## src/rtl/distance_vector_route_table_assert.svh

```systemverilog
// Assertion macros shared by the route table RTL.
// Depends on nothing; included by the modules that carry assertions.
`ifndef DISTANCE_VECTOR_ROUTE_TABLE_ASSERT_SVH
`define DISTANCE_VECTOR_ROUTE_TABLE_ASSERT_SVH

// Consequent must hold in the same cycle as the antecedent.
`define DVRT_ASSERT_NOW(label, clk, rst_n, ante, cons, msg) \
    label: assert property (@(posedge clk) disable iff (!rst_n) (ante) |-> (cons)) \
        else $error(msg);

// Consequent must hold in the cycle after the antecedent.
`define DVRT_ASSERT_NEXT(label, clk, rst_n, ante, cons, msg) \
    label: assert property (@(posedge clk) disable iff (!rst_n) (ante) |=> (cons)) \
        else $error(msg);

`endif

```

## src/rtl/dvrt_pkg.sv

```systemverilog
// Package for the distance-vector route table: request and result types,
// command and status codes, sizing constants and the saturating increment.
// Depends on nothing.
`default_nettype none

package dvrt_pkg;

    localparam int DVRT_TABLE_DEPTH = 256;
    localparam int QUEUE_DEPTH      = 2;
    localparam int ADDR_W           = 8;
    localparam int COST_W           = 8;

    typedef enum logic [1:0] {
        CMD_LOCAL  = 2'd0,
        CMD_ADV    = 2'd1,
        CMD_LOOKUP = 2'd2,
        CMD_DOWN   = 2'd3
    } cmd_t;

    typedef enum logic [1:0] {
        STS_DONE    = 2'd0,
        STS_SKIPPED = 2'd1,
        STS_UNKNOWN = 2'd2,
        STS_ZERO    = 2'd3
    } status_t;

    typedef struct packed {
        cmd_t                cmd;
        logic [ADDR_W-1:0]   dest_addr;
        logic [ADDR_W-1:0]   adv_hop;
        logic [COST_W-1:0]   adv_cost;
        logic [ADDR_W-1:0]   src_addr;
    } req_t;

    typedef struct packed {
        status_t             status;
        logic [ADDR_W-1:0]   route_hop;
        logic [COST_W-1:0]   route_cost;
    } rsp_t;

    // Request after classification by the front end.
    typedef struct packed {
        req_t req;
        logic in_table;
        logic dest_zero;
    } item_t;

    // Value of paddr[2] that selects the infinity-cost register.
    localparam logic CFG_IDX_INF = 1'b0;

    function automatic logic [COST_W-1:0] sat_inc(
        input logic [COST_W-1:0] c,
        input logic [COST_W-1:0] inf
    );
        logic [COST_W:0] s;
        s = {1'b0, c} + {{COST_W{1'b0}}, 1'b1};
        if (s > {1'b0, inf})
            return inf;
        return s[COST_W-1:0];
    endfunction

endpackage

`default_nettype wire

```

## src/rtl/dvrt_queue.sv

```systemverilog
// Short queue between the front end and the table engine.
// Depends on dvrt_pkg and the assertion macro header.
`default_nettype none
`include "distance_vector_route_table_assert.svh"

module dvrt_queue
    import dvrt_pkg::*;
(
    input  wire logic  clk,
    input  wire logic  rst_n,
    input  wire logic  push,
    input  wire item_t push_item,
    input  wire logic  pop,
    output item_t      head,
    output logic       full,
    output logic       empty
);

    localparam int PTR_W = (QUEUE_DEPTH > 1) ? $clog2(QUEUE_DEPTH) : 1;
    localparam int CNT_W = $clog2(QUEUE_DEPTH + 1);
    localparam logic [PTR_W-1:0] LAST = PTR_W'(QUEUE_DEPTH - 1);
    localparam logic [CNT_W-1:0] FULL_CNT = CNT_W'(QUEUE_DEPTH);

    item_t            entries_reg [QUEUE_DEPTH];
    logic [PTR_W-1:0] wr_ptr_reg, wr_ptr_next;
    logic [PTR_W-1:0] rd_ptr_reg, rd_ptr_next;
    logic [CNT_W-1:0] count_reg, count_next;

    assign full  = (count_reg == FULL_CNT);
    assign empty = (count_reg == '0);
    assign head  = entries_reg[rd_ptr_reg];

    always_comb
    begin
        wr_ptr_next = wr_ptr_reg;
        rd_ptr_next = rd_ptr_reg;
        count_next  = count_reg;
        if (push)
            wr_ptr_next = (wr_ptr_reg == LAST) ? '0 : wr_ptr_reg + 1'b1;
        if (pop)
            rd_ptr_next = (rd_ptr_reg == LAST) ? '0 : rd_ptr_reg + 1'b1;
        if (push && !pop)
            count_next = count_reg + 1'b1;
        else if (pop && !push)
            count_next = count_reg - 1'b1;
    end

    always_ff @(posedge clk or negedge rst_n)
    begin
        if (!rst_n)
        begin
            wr_ptr_reg <= '0;
            rd_ptr_reg <= '0;
            count_reg  <= '0;
        end
        else
        begin
            wr_ptr_reg <= wr_ptr_next;
            rd_ptr_reg <= rd_ptr_next;
            count_reg  <= count_next;
        end
    end

    always_ff @(posedge clk)
    begin
        if (push)
            entries_reg[wr_ptr_reg] <= push_item;
    end

    `DVRT_ASSERT_NOW(a_q_no_overflow, clk, rst_n, push, !full, "queue pushed while full")
    `DVRT_ASSERT_NOW(a_q_no_underflow, clk, rst_n, pop, !empty, "queue popped while empty")
    `DVRT_ASSERT_NOW(a_q_count_range, clk, rst_n, 1'b1, count_reg <= FULL_CNT, "queue count out of range")

endmodule

`default_nettype wire

```

## config.mk

```make
export PLATFORM = sky130hd
export DESIGN_NAME = dvrt_queue
export DESIGN_NICKNAME = d
export VERILOG_FILES = /design/src/rtl/dvrt_pkg.sv /design/src/rtl/dvrt_queue.sv
export VERILOG_INCLUDE_DIRS = /design/src /design/src/rtl
export SDC_FILE = /design/constraint.sdc
export NUM_CORES = 1
export LEC_CHECK = 0
export BUFFER_PORTS_ARGS = -buffer_cell sky130_fd_sc_hd__buf_4
export CORE_UTILIZATION = 40
export CTS_CLUSTER_SIZE = 40
export DETAILED_ROUTE_END_ITERATION = 6
export SLEW_MARGIN = 20
export SYNTH_ARGS = -nofsm -noshare
export SYNTH_HDL_FRONTEND = slang
export SYNTH_SLANG_ARGS = --single-unit
```

## constraint.sdc

```tcl
create_clock -name clk -period 4.63 [get_ports clk]
set_clock_uncertainty 0.05 [all_clocks]
set_input_delay 0.926 -clock clk [delete_from_list [all_inputs] [get_ports clk]]
set_output_delay 0.926 -clock clk [all_outputs]
set_load 0.03 [all_outputs]
```

==> results of run 1 <==
-- per-layer routing --
metal  GRT usage [%]  up-vias  share of wire, %
met5               0        -                 0
met4            8.49        0               2.2
met3            4.43       10               4.9
met2            21.9       42                54
met1            14.3      682                39
li1                -      664                 -
-- cell usage after synthesis --
library cell	count	share of area, %
inv_1	1	0.13
xor2_1	4	1.2
mux2_4	29	15
nor2_1	2	0.26
buf_12	3	2.0
xnor2_1	1	0.30
buf_6	1	0.38
edfxtp_1	72	74
and2_1	1	0.21
nor2b_1	2	0.43
ha_1	1	0.43
dfrtp_1	4	3.4
mux2_2	7	2.7
-- cell type report --
cell class	instances	area (sq um)	area share [%]
Clock buffer	11	131	3.50
Inverter	1	3.75	0.100
Tap cell	96	120	3.20
Multi-Input combinational cell	47	606	16.1
Clock inverter	4	17.5	0.467
Timing Repair Buffer	78	606	16.1
Sequential cell	76	2270	60.4
-- per-stage QoR --
stage / power, W / instances
after floorplan: 0.00171 / 128
after global placement: 0.00195 / 297
after detailed placement: 0.00197 / 297
after CTS: 0.00237 / 312
after global routing: 0.00246 / 313
final: 0.00235 / 313
-- logic make-up (layout without fill, tap and decap cells) --
group,count (synthesis),in the layout
AND/OR/NAND/NOR,5,5
XOR/XNOR,5,5
multiplexers,36,36
flip-flops,76,76
buffers and inverters,5,94
adder cells (fa/ha/maj),1,1
-- power by group through the flow --
| stage | clock, W | combinational, W | sequential, W |
|---|---|---|---|
| after detailed placement | 0 | 0.000907 | 0.00107 |
| after floorplan | 0 | 0.000749 | 0.000966 |
| after global placement | 0 | 0.000900 | 0.00105 |
| after CTS | 0.000413 | 0.000909 | 0.00105 |
| final | 0.000400 | 0.000902 | 0.00105 |
| after global routing | 0.000444 | 0.000950 | 0.00106 |
-- cells in the final DEF (no fill, tap or decap) --
cell and count:
clkbuf_8 9, clkbuf_1 2, nor2_1 2, buf_16 1
dfrtp_1 3, nor2b_1 1, dfrtp_4 1, xnor2_1 1
clkinv_2 2, and2_2 1, mux2_4 29, clkinv_1 2
ha_1 1, xor2_1 4, edfxtp_1 72, nor2b_4 1
inv_1 1, buf_4 77, mux2_2 7
-- how the worst max path moves through the flow --
| stage | startpoint | slack (ns) | to |
|---|---|---|---|
| after detailed placement | rd_ptr_reg | 1.92 | head[23] |
| after floorplan | push | 1.60 | entries_reg[0][0] |
| final | rd_ptr_reg | 1.87 | head[15] |
| after global placement | rd_ptr_reg | 1.96 | head[21] |
| after CTS | rd_ptr_reg | 1.55 | head[23] |
| after global routing | rd_ptr_reg | 1.78 | head[20] |
==> flow_summary_export.csv, run 1 <==
group,metric,value,unit
outcome,status,"finished, final reports clean",
route,drt_iter0_drc,55,
placed_design,numPortBuffers,77,
cells_and_area,largest_reg_flops,72,
grt,grt-ovfl-total,0,
timing,finalMaxSlewViolations,0,
power_and_ir_drop,p_seq_share,44.6,%
die,die-area,7680,sq um
timing,final.setup.tns,0,ns
power_and_ir_drop,internal-power,0.00154,W
power_and_ir_drop,switching_share,34.4,%
min_path,hp-class,"in2async",
placed_design,gp_congestion,0.640,
placed_design,dpl-instance-area,3570,sq um
worst_setup_path,path_depth,2,
synth,synth_xor_area_share,1.49,%
cells_and_area,nFillCells,576,
synth,synthAdderAreaFrac,0.426,%
cts,clock_latency,0.33,ns
synth,synth_area_per_cell,22.9,sq um
synth,synthMuxAreaShare,17.5,%
cts,cts_tree,"done",
timing,timing.fmax,363,MHz
worst_setup_path,required,3.65,ns
route,routedWlPerCell,14.9,um
route,drt-total-wl,4680,um
cts,numCtsBuffers,9,
timing,setup_viol,0,
die,row_count,30,
worst_setup_path,reg2reg_slack,3.02,ns
cells_and_area,utilization,54.0,%
synth,yosys_warnings,0,
worst_setup_path,max_stage_delay,0.87,ns
grt,grt_max_degree,38,
synth,syn-num-nets,169,
worst_setup_path,path_cells,"mux2_2 > buf_4",
cts,cts_hold_buf,0,
flow_run,cap_violations,0,
power_and_ir_drop,power.leakage,1.50,nW
cells_and_area,drive_gt1_share,59.0,%
worst_setup_path,cp-start-kind,"flop",
worst_setup_path,worstSetupEndpointType,"primary output",
grt,grt_pass1_wl,7090,um
power_and_ir_drop,pwr-share-clk,17.0,%
cts,clkSinkCount,76,
cells_and_area,antenna_cells,0,
die,initial_core_util,42.3,%
synth,syn_area,2930,sq um
synth,synthCells,128,
grt,antenna_found_initial,0,
worst_setup_path,critPathBufInv,1,
route,via_per_inst,4.47,
route,drcViolationCount,0,
timing,setup_ws,1.87,ns
cts,clockBufferDepth,2,
grt,grt_usage,13.1,%
cts,ctsResizeCount,0,
cts,cts_max_level,3,
die,die_h,87.6,um
synth,seq_area_frac_synth,77.1,%
synth,synth-seq-cells,76,
worst_setup_path,cp_slowest_cell,"dfrtp_4",
cells_and_area,postLayoutCellArea,3750,sq um
grt,grt_pass1_vias,1484,
route,ant_nets,0,
cells_and_area,nets,254,
timing,whs,0.326,ns
synth,synth_compound_area_share,0,%
timing,tightest_slew,0.871,ns
synth,synth.distinct_cells,13,
power_and_ir_drop,ir_drop,0.378,mV
synth,synth_top_family_by_area,"multiplexers",
worst_setup_path,reg2regPathDepth,1,
worst_setup_path,arrival,1.78,ns
timing,finalHoldViolations,0,
route,drt_pre_antenna_iters,4,
route,vias,1398,
worst_setup_path,worst-setup-path-type,"reg2out",
power_and_ir_drop,switchingPower,0.000809,W
die,coreArea,6940,sq um
timing,maxSlewHeadroom,41.9,%
placed_design,preCtsSetupSlack,1.92,ns
die,die_x,87.6,um
worst_setup_path,path_delay_family,"flip-flops",
power_and_ir_drop,power_density,626,nW/um^2
power_and_ir_drop,p_comb_share,38.4,%
worst_setup_path,cp_max_fo,37,
worst_setup_path,r2r_start,"wr_ptr_reg",
cts,clk_pin_slew,0.07,ns
die,ios,78,
placed_design,hpwl,2990,um
timing,fin_crit_sh,59.6,%
timing,min_period,2.76,ns
timing,rsz0062_at_grt,"no",
synth,synth-simple-area-share,0.896,%
cts,root_buffer,"clkbuf_8",
cells_and_area,area_growth,27.8,%
cts,postCtsSetupRepairBufs,0,
worst_setup_path,timing.rr.end,"entries_reg[1][0]",
Power figures use the tool's default switching activity.
==> inputs of run 2 (changes only) <==
--- a/config.mk
+++ b/config.mk
@@ -6,10 +6,12 @@
 export SDC_FILE = /design/constraint.sdc
 export NUM_CORES = 1
 export LEC_CHECK = 0
+export ABC_AREA = 1
 export BUFFER_PORTS_ARGS = -buffer_cell sky130_fd_sc_hd__buf_4
 export CORE_UTILIZATION = 40
 export CTS_CLUSTER_SIZE = 40
 export DETAILED_ROUTE_END_ITERATION = 6
+export PLACE_DENSITY = 0.66
 export SLEW_MARGIN = 20
 export SYNTH_ARGS = -nofsm -noshare
 export SYNTH_HDL_FRONTEND = slang
==> constraint.sdc (replaced) <==
create_clock -name clk -period 2.5 [get_ports clk]
set_clock_uncertainty 0.05 [all_clocks]
set_input_delay 0.5 -clock clk [delete_from_list [all_inputs] [get_ports clk]]
set_output_delay 0.5 -clock clk [all_outputs]
set_load 0.03 [all_outputs]
==> run 2 against run 1 <==
  * Critical path type unchanged
  * Critical endpoint is now head[23]
  * Highest routed layer unchanged
  * Register-to-register slack worse by 2.0 ns
  * Critical path depth up 1
  * First-iteration DRC count is 16% lower
  * Largest power group is now combinational cells
  * Cell count rose by 4.8%
  * Sequential share of layout area down 2.1 points
  * Power rose by 100%
  * Clock power rose to 2.7 times the previous value
  * Global-route usage is 0.49 points higher
==> flow_summary_export.csv, run 2 <==
group,metric,value,unit
synth,syn_area,2950,sq um
power_and_ir_drop,internal-power,0.00318,W
timing,finalHoldViolations,0,
cells_and_area,largest_reg_flops,72,
route,drt-total-wl,4920,um
cts,clkSinkCount,76,
grt,grt_usage,13.6,%
worst_setup_path,r2r_start,"wr_ptr_reg",
grt,grt_pass1_wl,7300,um
grt,antenna_found_initial,0,
worst_setup_path,max_stage_delay,0.53,ns
worst_setup_path,reg2reg_slack,0.98,ns
cts,clk_pin_slew,0.07,ns
power_and_ir_drop,power_density,1220,nW/um^2
worst_setup_path,worstSetupEndpointType,"primary output",
grt,use_met1,15.2,%
cts,clockBufferDepth,2,
worst_setup_path,arrival,1.69,ns
route,ant_nets,0,
synth,yosysMostFrequentCell,"edfxtp_1",
cells_and_area,nets,268,
min_path,hold_path_depth,2,
route,drt_pre_antenna_iters,4,
synth,synth-edff-count,72,
cts,clock_latency,0.33,ns
power_and_ir_drop,power.leakage,1.59,nW
cts,cts_max_level,3,
grt,met2_usage,22.3,%
power_and_ir_drop,power.total,0.00471,W
die,initial_core_util,42.5,%
cts,cts_tree,"done",
synth,yosys.area.top_type_share,73.2,%
synth,synth-seq-cells,76,
min_path,hp-class,"in2reg",
synth,yosysTopAreaCell,"edfxtp_1",
flow_run,cap_violations,0,
timing,tightest_slew,0.400,ns
worst_setup_path,path_cells,"buf_12 > mux2_2 > buf_4",
timing,whs,0.294,ns
synth,yosys_warnings,0,
synth,netlist_top_cells_area,"edfxtp_1 (73%), mux2_4 (15%), dfrtp_1 (3.4%), mux2_2 (2.7%), buf_12 (2.0%)",
cells_and_area,area_growth,31.3,%
die,row_count,30,
worst_setup_path,cp_max_fo,29,
grt,grt_max_degree,30,
power_and_ir_drop,p_comb_share,38.8,%
min_path,whs_endpoint,"rd_ptr_reg",
cells_and_area,final_cell_mix,"buf_4 (81), edfxtp_1 (72), mux2_4 (29)",
synth,async_flop_share,5.26,%
cells_and_area,drive_gt1_share,57.3,%
grt,grt-ovfl-total,0,
route,routedWlPerCell,15.0,um
cts,ctsResizeCount,0,
synth,synth_area_per_cell,21.6,sq um
synth,synthCells,137,
cells_and_area,nFillCells,564,
outcome,status,"finished, final reports clean",
synth,syn-num-nets,178,
route,drt_iter0_drc,46,
timing,maxSlewHeadroom,73.3,%
grt,top_usage_layer,"met2",
min_path,min_from,"pop",
placed_design,hpwl,3350,um
placed_design,gp_congestion,0.719,
timing,final.setup.tns,0,ns
worst_setup_path,cp_slowest_cell,"dfrtp_2",
power_and_ir_drop,switchingPower,0.00154,W
route,via_per_inst,4.45,
worst_setup_path,timing.rr.end,"entries_reg[1][1]",
timing,min_period,2.24,ns
worst_setup_path,reg2regPathDepth,3,
timing,fin_crit_sh,89.5,%
synth,seq_area_frac_synth,76.6,%
timing,timing.fmax,447,MHz
synth,synth_top_flop_cell,"edfxtp_1",
placed_design,preCtsSetupSlack,0.612,ns
worst_setup_path,cp-start-kind,"flop",
grt,globalRouteMet3Util,4.52,%
worst_setup_path,critPathBufInv,2,
die,die-area,7730,sq um
die,ios,78,
cells_and_area,antenna_cells,0,
timing,finalMaxSlewViolations,0,
placed_design,numPortBuffers,77,
cts,numCtsBuffers,9,
cells_and_area,final_common_cell,"buf_4",
cts,cts_hold_buf,1,
route,vias,1461,
die,die_h,87.9,um
worst_setup_path,required,1.95,ns
cts,root_buffer,"clkbuf_8",
power_and_ir_drop,ir_drop,0.743,mV
route,drcViolationCount,0,
synth,synth.distinct_cells,14,
power_and_ir_drop,p_seq_share,38.4,%
power_and_ir_drop,pwr-share-clk,22.8,%
worst_setup_path,path_delay_family,"flip-flops",
cts,postCtsSetupRepairBufs,0,
power_and_ir_drop,switching_share,32.6,%
die,die_x,87.9,um
timing,setup_viol,0,
die,coreArea,6940,sq um
grt,grt_pass1_vias,1508,
timing,rsz0062_at_grt,"no",
timing,setup_ws,0.262,ns
worst_setup_path,worst-setup-path-type,"reg2out",
synth,yosys-top-cells-count,"edfxtp_1 (72), mux2_4 (29), inv_1 (7), mux2_2 (7), nand2_1 (5)",
-- run 2: logic make-up after synthesis --
| group | after synthesis | synth area share [%] |
|---|---|---|
| xor gates and xnor gates | 3 | 0.890 |
| adders and majority gates | 1 | 0.423 |
| buffers and inverters | 11 | 3.30 |
| DFF | 76 | 76.6 |
| muxes | 36 | 17.4 |
| and+or+nand+nor | 10 | 1.40 |
-- run 2: area by class of cell --
class | count | area (sq um) | area share [%]
Clock inverter | 6 | 103 | 2.64
Multi-Input combinational cell | 50 | 602 | 15.5
Tap cell | 96 | 120 | 3.10
Clock buffer | 10 | 128 | 3.29
Inverter | 7 | 26.3 | 0.677
Timing Repair Buffer | 83 | 638 | 16.4
Sequential cell | 76 | 2260 | 58.3
-- run 2: power by group through the flow --
| stage | sequential [W] | combinational (W) | clock [W] |
|---|---|---|---|
| after floorplan | 0.00178 | 0.00139 | 0 |
| after global placement | 0.00182 | 0.00185 | 0 |
| after detailed placement | 0.00184 | 0.00186 | 0 |
| after CTS | 0.00181 | 0.00186 | 0.00111 |
| after global routing | 0.00183 | 0.00193 | 0.00116 |
| final | 0.00181 | 0.00183 | 0.00108 |
-- run 2: worst reg2reg max path, stage by stage (launching register included) --
cell     delay [ns]
dfrtp_1        0.42
nand2_1        0.07
inv_1          0.31
buf_4          0.35
-- run 2: layer usage --
metal | vias up | routed length [um]
met5 | - | 0
met4 | 0 | 113
met3 | 10 | 313
met2 | 52 | 2500
met1 | 703 | 1990
li1 | 696 | -
-- run 2: worst max path at each step --
stage	startpoint	end	slack [ns]	cells past startpoint
floorplan	push	entries_reg[0][0]	0.58	2
global placement	rd_ptr_reg	head[23]	0.63	3
detailed placement	rd_ptr_reg	head[21]	0.61	3
CTS	rd_ptr_reg	head[23]	0.23	3
global route	rd_ptr_reg	head[23]	0.19	3
finish	rd_ptr_reg	head[23]	0.26	3
-- run 2: through the flow --
step | area (sq um) | instances | utilization (%)
2_1_floorplan | 2960 | 137 | -
6_report | 3880 | 328 | 55.9
4_1_cts | 3880 | 328 | 55.9
3_3_place_gp | 3640 | 311 | 52.4
5_1_grt | 3880 | 328 | 55.9
3_5_place_dp | 3640 | 311 | 52.4
